File: src/spq_pkg.sv
`timescale 1ns / 1ps
`default_nettype none

package spq_pkg;

    localparam int PRIO_W   = 3;
    localparam int ID_W     = 30;
    localparam int STATUS_W = 2;
    localparam int OCC_W    = 5;

    typedef enum logic {
        FUNC_INSERT = 1'b0,
        FUNC_REMOVE = 1'b1
    } t_func;

    typedef enum logic [STATUS_W-1:0] {
        ST_OK    = 2'd0,
        ST_EMPTY = 2'd1,
        ST_FULL  = 2'd2
    } t_status;

    typedef struct packed {
        logic [PRIO_W-1:0] prio;
        logic [ID_W-1:0]   id;
    } t_entry;

    // per-cell control, one copy built for each slot
    typedef struct packed {
        logic ins;   // insert accepted this cycle
        logic rem;   // remove accepted this cycle
        logic used;  // slot holds a live entry
    } t_cell_ctl;

endpackage

`default_nettype wire

File: src/spq_if.sv
`timescale 1ns / 1ps
`default_nettype none

interface spq_in_if;
    import spq_pkg::*;
    logic              valid;
    logic              ready;
    logic              func;
    logic [PRIO_W-1:0] priority_req;
    logic [ID_W-1:0]   patient_id;

    modport source (output valid, func, priority_req, patient_id, input ready);
    modport sink   (input valid, func, priority_req, patient_id, output ready);
endinterface

interface spq_out_if;
    import spq_pkg::*;
    logic                valid;
    logic                ready;
    logic [STATUS_W-1:0] status;
    logic                out_valid;
    logic [PRIO_W-1:0]   out_priority;
    logic [ID_W-1:0]     out_id;
    logic                now_empty;
    logic [OCC_W-1:0]    occupancy;

    modport source (output valid, status, out_valid, out_priority, out_id, now_empty,
                    occupancy, input ready);
    modport sink   (input valid, status, out_valid, out_priority, out_id, now_empty,
                    occupancy, output ready);
endinterface

`default_nettype wire

File: src/spq_cell.sv
`timescale 1ns / 1ps
`default_nettype none

module spq_cell
    import spq_pkg::*;
(
    input  wire logic      i_clk,
    input  t_cell_ctl      i_ctl,
    input  t_entry         i_new,
    input  wire logic      i_prev_stay,
    input  t_entry         i_prev,
    input  t_entry         i_next,
    output t_entry         o_entry,
    output logic           o_stay
);

    t_entry r_entry;
    t_entry n_entry;
    logic   w_stay;

    // keep slot on insert when it holds an equal or more urgent entry
    assign w_stay  = i_ctl.used && (r_entry.prio <= i_new.prio);
    assign o_stay  = w_stay;
    assign o_entry = r_entry;

    always_comb begin
        n_entry = r_entry;
        priority if (i_ctl.ins) begin
            if (w_stay) begin
                n_entry = r_entry;
            end else if (i_prev_stay) begin
                n_entry = i_new;
            end else begin
                n_entry = i_prev;
            end
        end else if (i_ctl.rem) begin
            n_entry = i_next;
        end else begin
            n_entry = r_entry;
        end
    end

    always_ff @(posedge i_clk) begin
        r_entry <= n_entry;
    end

endmodule

`default_nettype wire

File: src/stable_priority_queue_top.sv
`timescale 1ns / 1ps
`default_nettype none

// Stable priority queue of up to QUEUE_DEPTH entries, kept sorted in a row of
// cells with slot 0 as the head; a lower level is more urgent and entries of
// one level leave in arrival order. Each accepted item (insert or remove)
// yields one result item in the following cycle, and a new item is taken
// every cycle as long as the result register is free or being drained, so
// the sustained rate is one item per cycle while o_out.ready holds. All cells
// shift or hold in the same cycle, so no item waits on the one before it.
// Remove on an empty queue returns status 1, insert on a full queue returns
// status 2 and drops the entry; occupancy is reported modulo 32.
module stable_priority_queue_top
    import spq_pkg::*;
#(
    parameter int QUEUE_DEPTH = 16
) (
    input  wire logic  i_clk,
    input  wire logic  i_rst_n,
    spq_in_if.sink     i_in,
    spq_out_if.source  o_out
);

    localparam int CNT_W = $clog2(QUEUE_DEPTH + 1);

    logic [CNT_W-1:0] r_count;
    logic [CNT_W-1:0] n_count;
    logic             w_accept;
    logic             w_full;
    logic             w_empty;
    logic             w_ins;
    logic             w_rem;
    t_entry           w_new;
    t_entry           w_entry [QUEUE_DEPTH];
    logic             w_stay  [QUEUE_DEPTH];

    logic                r_res_valid;
    t_status             r_status;
    logic                r_out_valid;
    logic [PRIO_W-1:0]   r_out_priority;
    logic [ID_W-1:0]     r_out_id;
    logic                r_now_empty;
    logic [OCC_W-1:0]    r_occupancy;
    t_status             n_status;
    logic [CNT_W+OCC_W-1:0] w_occ_ext;

    assign i_in.ready = !r_res_valid || o_out.ready;
    assign w_accept   = i_in.valid && i_in.ready;
    assign w_full     = (r_count == CNT_W'(QUEUE_DEPTH));
    assign w_empty    = (r_count == '0);
    assign w_ins      = w_accept && (t_func'(i_in.func) == FUNC_INSERT) && !w_full;
    assign w_rem      = w_accept && (t_func'(i_in.func) == FUNC_REMOVE) && !w_empty;
    assign w_new      = '{prio: i_in.priority_req, id: i_in.patient_id};

    genvar g;
    generate
        for (g = 0; g < QUEUE_DEPTH; g++) begin : g_cell
            t_cell_ctl w_ctl;
            logic      w_prev_stay;
            t_entry    w_prev;
            t_entry    w_next;

            assign w_ctl.ins  = w_ins;
            assign w_ctl.rem  = w_rem;
            assign w_ctl.used = (CNT_W'(g) < r_count);

            if (g == 0) begin : g_head
                assign w_prev_stay = 1'b1;
                assign w_prev      = w_new;
            end else begin : g_body
                assign w_prev_stay = w_stay[g-1];
                assign w_prev      = w_entry[g-1];
            end

            if (g == QUEUE_DEPTH - 1) begin : g_tail
                assign w_next = w_entry[g];
            end else begin : g_mid
                assign w_next = w_entry[g+1];
            end

            spq_cell u_cell (
                .i_clk       (i_clk),
                .i_ctl       (w_ctl),
                .i_new       (w_new),
                .i_prev_stay (w_prev_stay),
                .i_prev      (w_prev),
                .i_next      (w_next),
                .o_entry     (w_entry[g]),
                .o_stay      (w_stay[g])
            );
        end
    endgenerate

    always_comb begin
        n_count = r_count;
        if (w_ins) begin
            n_count = r_count + 1'b1;
        end else if (w_rem) begin
            n_count = r_count - 1'b1;
        end
    end

    always_comb begin
        n_status = ST_OK;
        unique case (t_func'(i_in.func))
            FUNC_INSERT: if (w_full) n_status = ST_FULL;
            FUNC_REMOVE: if (w_empty) n_status = ST_EMPTY;
            default:     n_status = ST_OK;
        endcase
    end

    assign w_occ_ext = {{OCC_W{1'b0}}, n_count};

    always_ff @(posedge i_clk) begin
        if (!i_rst_n) begin
            r_count     <= '0;
            r_res_valid <= 1'b0;
        end else begin
            r_count <= n_count;
            if (w_accept) begin
                r_res_valid <= 1'b1;
            end else if (o_out.ready) begin
                r_res_valid <= 1'b0;
            end
        end
    end

    // hold the result payload until the next item is accepted
    always_ff @(posedge i_clk) begin
        if (w_accept) begin
            r_status       <= n_status;
            r_out_valid    <= w_rem;
            r_out_priority <= w_rem ? w_entry[0].prio : '0;
            r_out_id       <= w_rem ? w_entry[0].id : '0;
            r_now_empty    <= (n_count == '0);
            r_occupancy    <= w_occ_ext[OCC_W-1:0];
        end
    end

    assign o_out.valid        = r_res_valid;
    assign o_out.status       = r_status;
    assign o_out.out_valid    = r_out_valid;
    assign o_out.out_priority = r_out_priority;
    assign o_out.out_id       = r_out_id;
    assign o_out.now_empty    = r_now_empty;
    assign o_out.occupancy    = r_occupancy;

    a_count_bound: assert property (@(posedge i_clk) disable iff (!i_rst_n)
        r_count <= CNT_W'(QUEUE_DEPTH))
        else $error("entry count above depth");

    a_refused_holds: assert property (@(posedge i_clk) disable iff (!i_rst_n)
        (w_accept && w_full && (t_func'(i_in.func) == FUNC_INSERT)) |=>
            (r_count == $past(r_count)) && (r_status == ST_FULL))
        else $error("refused insert changed the count");

    a_head_sorted: assert property (@(posedge i_clk) disable iff (!i_rst_n)
        (r_count >= CNT_W'(2)) |-> (w_entry[0].prio <= w_entry[1].prio))
        else $error("head entries out of order");

    a_removed_ok: assert property (@(posedge i_clk) disable iff (!i_rst_n)
        (r_res_valid && r_out_valid) |-> (r_status == ST_OK))
        else $error("removed entry with error status");

endmodule

`default_nettype wire
File: src/flat_wrapper.sv
// flat-port wrapper written by rule: the top's interface ports become plain ports
module stable_priority_queue_top_flat import spq_pkg::*;
#(
    parameter int QUEUE_DEPTH = 16
)
  (i_clk, i_rst_n, i_in_valid, i_in_func, i_in_priority_req, i_in_patient_id, i_in_ready, o_out_valid, o_out_status, o_out_out_valid, o_out_out_priority, o_out_out_id, o_out_now_empty, o_out_occupancy, o_out_ready);
  spq_in_if i_in_i ();
  spq_out_if o_out_i ();
  input  wire logic i_clk;
  input  wire logic i_rst_n;
  input wire logic [$bits(i_in_i.valid)-1:0] i_in_valid;
  input wire logic [$bits(i_in_i.func)-1:0] i_in_func;
  input wire logic [$bits(i_in_i.priority_req)-1:0] i_in_priority_req;
  input wire logic [$bits(i_in_i.patient_id)-1:0] i_in_patient_id;
  output wire logic [$bits(i_in_i.ready)-1:0] i_in_ready;
  output wire logic [$bits(o_out_i.valid)-1:0] o_out_valid;
  output wire logic [$bits(o_out_i.status)-1:0] o_out_status;
  output wire logic [$bits(o_out_i.out_valid)-1:0] o_out_out_valid;
  output wire logic [$bits(o_out_i.out_priority)-1:0] o_out_out_priority;
  output wire logic [$bits(o_out_i.out_id)-1:0] o_out_out_id;
  output wire logic [$bits(o_out_i.now_empty)-1:0] o_out_now_empty;
  output wire logic [$bits(o_out_i.occupancy)-1:0] o_out_occupancy;
  input wire logic [$bits(o_out_i.ready)-1:0] o_out_ready;
  assign i_in_i.valid = i_in_valid;
  assign i_in_i.func = i_in_func;
  assign i_in_i.priority_req = i_in_priority_req;
  assign i_in_i.patient_id = i_in_patient_id;
  assign i_in_ready = i_in_i.ready;
  assign o_out_valid = o_out_i.valid;
  assign o_out_status = o_out_i.status;
  assign o_out_out_valid = o_out_i.out_valid;
  assign o_out_out_priority = o_out_i.out_priority;
  assign o_out_out_id = o_out_i.out_id;
  assign o_out_now_empty = o_out_i.now_empty;
  assign o_out_occupancy = o_out_i.occupancy;
  assign o_out_i.ready = o_out_ready;
  stable_priority_queue_top #(.QUEUE_DEPTH(QUEUE_DEPTH)) u_core (.i_clk(i_clk), .i_rst_n(i_rst_n), .i_in(i_in_i), .o_out(o_out_i));
endmodule
File: config.mk
export PLATFORM = sky130hd
export DESIGN_NAME = stable_priority_queue_top_flat
export DESIGN_NICKNAME = d
export VERILOG_FILES = /design/src/spq_pkg.sv /design/src/spq_if.sv /design/src/spq_cell.sv /design/src/stable_priority_queue_top.sv /design/src/flat_wrapper.sv
export SDC_FILE = /design/constraint.sdc
export NUM_CORES = 1
export LEC_CHECK = 0
export ABC_AREA = 1
export BUFFER_PORTS_ARGS = -buffer_cell sky130_fd_sc_hd__buf_2
export CAP_MARGIN = 20
export CORE_MARGIN = 2
export CORE_UTILIZATION = 60
export CTS_CLUSTER_SIZE = 20
export DETAILED_ROUTE_END_ITERATION = 16
export PLACE_DENSITY = 0.75
export RECOVER_POWER = 100
export SLEW_MARGIN = 10
export SYNTH_ARGS = -nofsm -noshare
export SYNTH_HDL_FRONTEND = slang
export SYNTH_SLANG_ARGS = --single-unit
File: constraint.sdc
create_clock -name i_clk -period 10.1 [get_ports i_clk]
set_input_delay 1.515 -clock i_clk [delete_from_list [all_inputs] [get_ports i_clk]]
set_output_delay 1.515 -clock i_clk [all_outputs]
set_load 0.05 [all_outputs]
==> flow_metrics.env, run 1 <==
export IMPL_cts_buffers=57
export IMPL_tns_ns=0
export IMPL_met2_usage_pct=40.4
export IMPL_tightest_slew_ns=4.06
export IMPL_met1_usage_pct=45.9
export IMPL_violations="max-capacitance violations, max-slew violations"
export IMPL_relSlewSlack_pct=-171
export IMPL_synthesis_nets=3275
export IMPL_syn_area_per_cell_um2=9.22
export IMPL_multi_input_area_um2=10100
export IMPL_hold_viol_final=0
export IMPL_drtIter0Drc=3271
export IMPL_fillers=3877
export IMPL_min_path_type="flip-flop to flip-flop"
export IMPL_synth_cell_type_count=27
export IMPL_status="finished with violations"
export IMPL_startpoint_type="primary input"
export IMPL_ant_nets=0
export IMPL_coreArea_um2=48600
export IMPL_grt_busiest_layer="met1"
export IMPL_power_mw=6.44
export IMPL_ys_seq_area_share_pct=58.7
export IMPL_route_detailed_drc=0
export IMPL_critPathArrivalTime_ns=7.17
export IMPL_grt_pass1_vias=21074
export IMPL_crit_fanout=34
export IMPL_numPortBuffers=81
export IMPL_synth_area_um2=29400
export IMPL_viasPerCell=6.07
export IMPL_grt_use_total_pct=29.3
export IMPL_yosys_top_cells_area="edfxtp_1 58%, a21oi_1 11%, nand2_1 7.8%, o21ai_0 6.6%, inv_1 3.3%"
export IMPL_cts_root_buf="clkbuf_16"
export IMPL_ys_warn_count=0
export IMPL_rsz0062_at_grt="no"
export IMPL_nNetsFinal=3206
export IMPL_dp_hpwl_mm=49.9
export IMPL_synth_top_cell_area_share_pct=58.3
export IMPL_dieArea_um2=50700
export IMPL_wire_per_inst_um=19.8
export IMPL_report_final_slew_viol_count=746
export IMPL_cts_hold_buffers=0
export IMPL_cts_tree="done"
export IMPL_initial_core_util_pct=60.4
export IMPL_synthCells=3185
export IMPL_final_common_cell="a21oi_1"
export IMPL_grt_max_degree=252
export IMPL_num_vias=22976
export IMPL_grt_use_met3_pct=7.76
export IMPL_end_kind="flip-flop"
export IMPL_fin_crit_ns=6.90
export IMPL_drive_gt1_share_pct=5.12
export IMPL_layout_common_cells="667 x a21oi_1, 601 x nand2_1, 570 x edfxtp_1"
export IMPL_syn_to_final_growth_pct=7.36
export IMPL_synth_seq_cells=576
export IMPL_maxCapViolCount=15
export IMPL_antenna_found_initial=6
export IMPL_cts_resized_gates=0
export IMPL_yosys_area_top_type="edfxtp_1"
export IMPL_cts_sinks=576
export IMPL_cts_htree_levels=2
export IMPL_die_h_um=225
export IMPL_critPathRequiredTime_ns=10.37
export IMPL_ir_drop_uv=143
export IMPL_max_clock_freq_mhz=145
export IMPL_grt_pass1_wl_mm=117
export IMPL_powerDensity_nw_per_um2=204
export IMPL_finalCritPeriodShare_pct=68.3
export IMPL_drt_wl_total_mm=74.8
export IMPL_dr_pass1_iters=6
export IMPL_gp_congestion=0.898
export IMPL_leakagePower_nw=12.0
export IMPL_grt_ovfl_total=0
export IMPL_io_pins=82
export IMPL_cts_post_setup_buffers_inserted=0
export IMPL_core_rowCount=81
export IMPL_worstSetupPathType="primary input to flip-flop"
export IMPL_seq_area_um2=17200
export IMPL_skew_ns=0.0225
export IMPL_die_x_um=225
export IMPL_clock_latency_ns=0.64
export IMPL_setup_viol=0
export IMPL_clkSlewWorstSetupHoldPaths_ns=0.07
export IMPL_cts_buffer_depth=3
[cell usage after synthesis]
cell      instances
o22ai_1           2
inv_2             5
nor2_1          243
nor3_1            3
dfxtp_1           6
buf_2           127
a22oi_1          63
nand3b_1          2
clkbuf_1        106
nand2_2           3
nor2_4            2
inv_1           260
nor2_2            1
a21oi_2           1
clkinv_1          3
nand4_1           1
a21oi_1         666
nand3_1          28
buf_4             6
buf_6             2
edfxtp_1        570
o21ai_0         388
ha_1             52
nand2_1         607
xor2_1            1
buf_1             8
o21ai_1          29
[critical path, stage by stage]
cell	delay, ns
clkbuf_1	0.62
inv_1	0.27
clkbuf_1	0.46
ha_1	0.47
nand2_1	0.06
o21ai_0	0.15
nand2_1	0.07
nand2_1	0.07
clkbuf_1	1.28
inv_1	1.17
o21ai_4	0.52
buf_4	0.46
[worst paths after layout]
check / to / slack (ns) / cells after the start / from
max: u_core.g_cell[12].u_cell.o_entry[16] / 3.20 / 12 / i_in_priority_req[1]
min: u_core.g_cell[10].u_cell.o_entry[4] / 0.54 / 2 / u_core.g_cell[11].u_cell.o_entry[4]
max reg2reg: u_core.g_cell[5].u_cell.o_entry[3] / 3.45 / 10 / u_core.r_count[0]
min reg2reg: u_core.g_cell[10].u_cell.o_entry[4] / 0.54 / 2 / u_core.g_cell[11].u_cell.o_entry[4]
[report_power, final]
part           switching [mW]  total, mW  internal (mW)
Combinational           0.856       1.16          0.309
Sequential              0.141       3.22           3.08
Clock                   0.920       2.05           1.13
[state kept, by name (all words and copies together) (netlist names)]
register,count
u_core.o_out.out_priority,3
u_core.g_cell.u_cell.o_entry,528
u_core.o_out.now_empty,1
u_core.o_out.out_valid,1
u_core.o_out.status,2
u_core.o_out.out_id,30
u_core.r_count,5
u_core.o_out.valid,1
u_core.o_out.occupancy,5
[metrics by stage]
stage / cell area, µm² / worst slack [ns] / utilization (%) / hold WS, ns / cells
6_report: 31500 / 3.20 / 64.8 / 0.542 / 3787
5_1_grt: 31500 / 2.88 / 64.8 / 0.572 / 3787
4_1_cts: 31700 / 5.64 / 65.2 / 0.545 / 3783
3_5_place_dp: 29900 / 4.97 / 61.5 / 0.536 / 3678
3_3_place_gp: 29900 / 5.03 / 61.4 / 0.530 / 3675
2_1_floorplan: 29400 / 4.17 / - / 0.520 / 3185
[kinds of logic (layout without fill, tap and decap cells)]
kind of cell	after synthesis	count (layout)	synth area share (%)
and+or+nand+nor	890	890	11.6
adders and majority gates	52	52	2.22
other	0	3	0
buffers and inverters	517	494	7.28
AOI/OAI and AO/OA	1149	1149	20.1
DFF	576	576	58.7
xor gates and xnor gates	1	1	0.0298
[per-layer routing]
layer | vias up | wire [µm]
li1 | 10907 | -
met1 | 10572 | 32900
met2 | 1390 | 30800
met3 | 107 | 9840
met4 | 0 | 1330
met5 | - | 0
[cell type report]
class                      count  share of cell area (%)
multi-input combinational   2092                    32.1
tap                          622                    2.47
inverter                     268                    3.21
timing repair buffer         121                    1.94
clock inverter                41                   0.984
antenna                        3                  0.0238
sequential                   576                    54.7
clock buffer                  64                    4.61
(Power assumes the default switching activity.)
==> inputs of run 2 (changes only) <==
- clock period: 10.1 -> 7.2 ns (I/O delays scaled with it)
==> run 2 against run 1 <==
Compared with the run above: clock skew fell by 0.0028 ns; die area did not move; clock power rose by 40%; register-to-register slack got worse by 1.6 ns; total power rose by 41%; final cell count fell by 0.11%; non-clock buffer count rose by 2; wire length rose by 2.8%; via count rose by 0.91%; critical path type unchanged; largest power group unchanged; the run still ends with max-capacitance violations, max-slew violations left.
==> flow_metrics.env, run 2 (synthesis gave the netlist of run 1 again) <==
export IMPL_grt_use_total_pct=30.0
export IMPL_power_internal_mw=6.36
export IMPL_worstHoldStart="u_core.g_cell[11].u_cell.o_entry[10]"
export IMPL_fillers=3884
export IMPL_tns_ns=0
export IMPL_critPathCapture="u_core.g_cell[4].u_cell.o_entry[0]"
export IMPL_ir_drop_uv=189
export IMPL_viasPerCell=6.13
export IMPL_numPortBuffers=81
export IMPL_violations="max-capacitance violations, max-slew violations"
export IMPL_hold_viol_final=0
export IMPL_relSlewSlack_pct=-110
export IMPL_power_share_switching_pct=29.8
export IMPL_rsz0062_at_grt="no"
export IMPL_initial_core_util_pct=60.4
export IMPL_r2r_slack_ns=1.88
export IMPL_cts_root_buf="clkbuf_16"
export IMPL_nNetsFinal=3208
export IMPL_io_pins=82
export IMPL_switchingPower_mw=2.70
export IMPL_cts_sinks=576
export IMPL_critPathRequiredTime_ns=7.43
export IMPL_cts_post_setup_buffers_inserted=0
export IMPL_gp_congestion=0.951
export IMPL_syn_to_final_growth_pct=7.61
export IMPL_cts_resized_gates=0
export IMPL_coreArea_um2=48600
export IMPL_cts_buffer_depth=3
export IMPL_r2r_end="u_core.g_cell[2].u_cell.o_entry[16]"
export IMPL_tightest_slew_ns=3.15
export IMPL_cts_buffers=57
export IMPL_grt_max_degree=219
export IMPL_finalCritPeriodShare_pct=78.6
export IMPL_p_seq_share_pct=49.9
export IMPL_r2r_start="u_core.r_count[0]"
export IMPL_end_kind="flip-flop"
export IMPL_clkSlewWorstSetupHoldPaths_ns=0.06
export IMPL_die_x_um=225
export IMPL_num_vias=23184
export IMPL_clock_latency_ns=0.63
export IMPL_layout_common_cells="667 x a21oi_1, 605 x nand2_1, 570 x edfxtp_1"
export IMPL_dp_slack_ns=1.93
export IMPL_route_detailed_drc=0
export IMPL_setup_viol=0
export IMPL_wire_per_inst_um=20.3
export IMPL_cts_tree="done"
export IMPL_drt_wl_total_mm=76.9
export IMPL_startpoint_type="primary input"
export IMPL_maxCapViolCount=13
export IMPL_place_area_um2=30000
export IMPL_drive_gt1_share_pct=4.72
export IMPL_final_common_cell="a21oi_1"
export IMPL_seq_area_um2=17200
export IMPL_cts_htree_levels=2
export IMPL_antenna_found_initial=1
export IMPL_dp_hpwl_mm=51.2
export IMPL_grt_pass1_wl_mm=120
export IMPL_clkPwrFrac_pct=31.5
export IMPL_ant_nets=0
export IMPL_drtIter0Drc=3065
export IMPL_max_clock_freq_mhz=177
export IMPL_cts_hold_buffers=0
export IMPL_crit_fanout=34
export IMPL_worstSetupPathType="primary input to flip-flop"
export IMPL_leakagePower_nw=12.0
export IMPL_die_h_um=225
export IMPL_grt_pass1_vias=21229
export IMPL_core_rowCount=81
export IMPL_critPathLaunch="i_in_priority_req[2]"
export IMPL_p_comb_share_pct=18.6
export IMPL_largest_reg_flops=528
export IMPL_critPathArrivalTime_ns=5.88
export IMPL_fin_area_um2=31600
export IMPL_setup_ws_ns=1.54
export IMPL_rr_worst_depth=7
export IMPL_dr_pass1_iters=6
export IMPL_report_final_slew_viol_count=543
export IMPL_grt_ovfl_total=0
export IMPL_fin_crit_ns=5.66
export IMPL_powerDensity_nw_per_um2=287
export IMPL_status="finished with violations"
export IMPL_multi_input_area_um2=10100
export IMPL_dieArea_um2=50700
export IMPL_min_path_type="flip-flop to flip-flop"
export IMPL_skew_ns=0.0197
==> run 2: cell count changes in the layout (fill, tap and decap cells not counted), sizes merged <==
cell | before | now
buf | 56 | 61
bufinv | 4 | 3
clkbuf | 129 | 134
clkinv | 37 | 28
clkinvlp | 1 | 0
diode | 3 | 1
inv | 267 | 266
==> run 2: worst min path at each step <==
stage | slack (ns) | end | depth (start not counted)
2_1_floorplan | 0.52 | u_core.g_cell[9].u_cell.o_entry[0] | 2
4_1_cts | 0.55 | u_core.g_cell[10].u_cell.o_entry[10] | 2
6_report | 0.55 | u_core.g_cell[10].u_cell.o_entry[10] | 2
3_3_place_gp | 0.53 | u_core.g_cell[10].u_cell.o_entry[3] | 2
5_1_grt | 0.57 | u_core.g_cell[10].u_cell.o_entry[10] | 2
3_5_place_dp | 0.53 | u_core.g_cell[10].u_cell.o_entry[10] | 2
==> run 2: worst max-delay path, cell delays in order <==
cell      delay (ns)
clkbuf_1        0.62
inv_1           0.32
clkbuf_1        0.46
ha_1            0.49
nand2_1         0.06
o21ai_0         0.16
nand2_1         0.07
nand2_1         0.77
inv_1           0.78
o21ai_4         1.04
==> run 2: stage by stage <==
stage / instances / hold WS [ns] / power (mW) / utilization [%]
6_report: 3783 / 0.549 / 9.06 / 65.0
2_1_floorplan: 3185 / 0.520 / 5.70 / -
4_1_cts: 3779 / 0.549 / 9.04 / 65.2
3_3_place_gp: 3672 / 0.529 / 6.12 / 61.3
5_1_grt: 3783 / 0.567 / 9.42 / 65.0
3_5_place_dp: 3678 / 0.532 / 6.22 / 61.6
==> run 2: power by group through the flow <==
stage          Clock (mW)  Combinational [mW]  Sequential [mW]
5_1_grt              3.00                1.86             4.56
3_5_place_dp            0                1.65             4.58
3_3_place_gp            0                1.56             4.56
4_1_cts              2.87                1.66             4.51
2_1_floorplan           0                1.11             4.59
6_report             2.86                1.68             4.52
==> run 2: metal layers <==
metal | GRT usage (%) | part of all wire, %
met4 | 7.71 | 1.9
met2 | 41.4 | 41
met1 | 46.5 | 43
met5 | 0 | 0
met3 | 8.62 | 14
==> run 2: layout make-up <==
type                    count  share of cell area, %
flip-flops and latches    576                   54.5
clock inverters            29                  0.657
repair buffers            123                   2.38
diodes                      1                0.00792
well taps                 622                   2.46
multi-input cells        2092                   31.9
clock buffers              72                   4.83
inverters                 268                   3.21
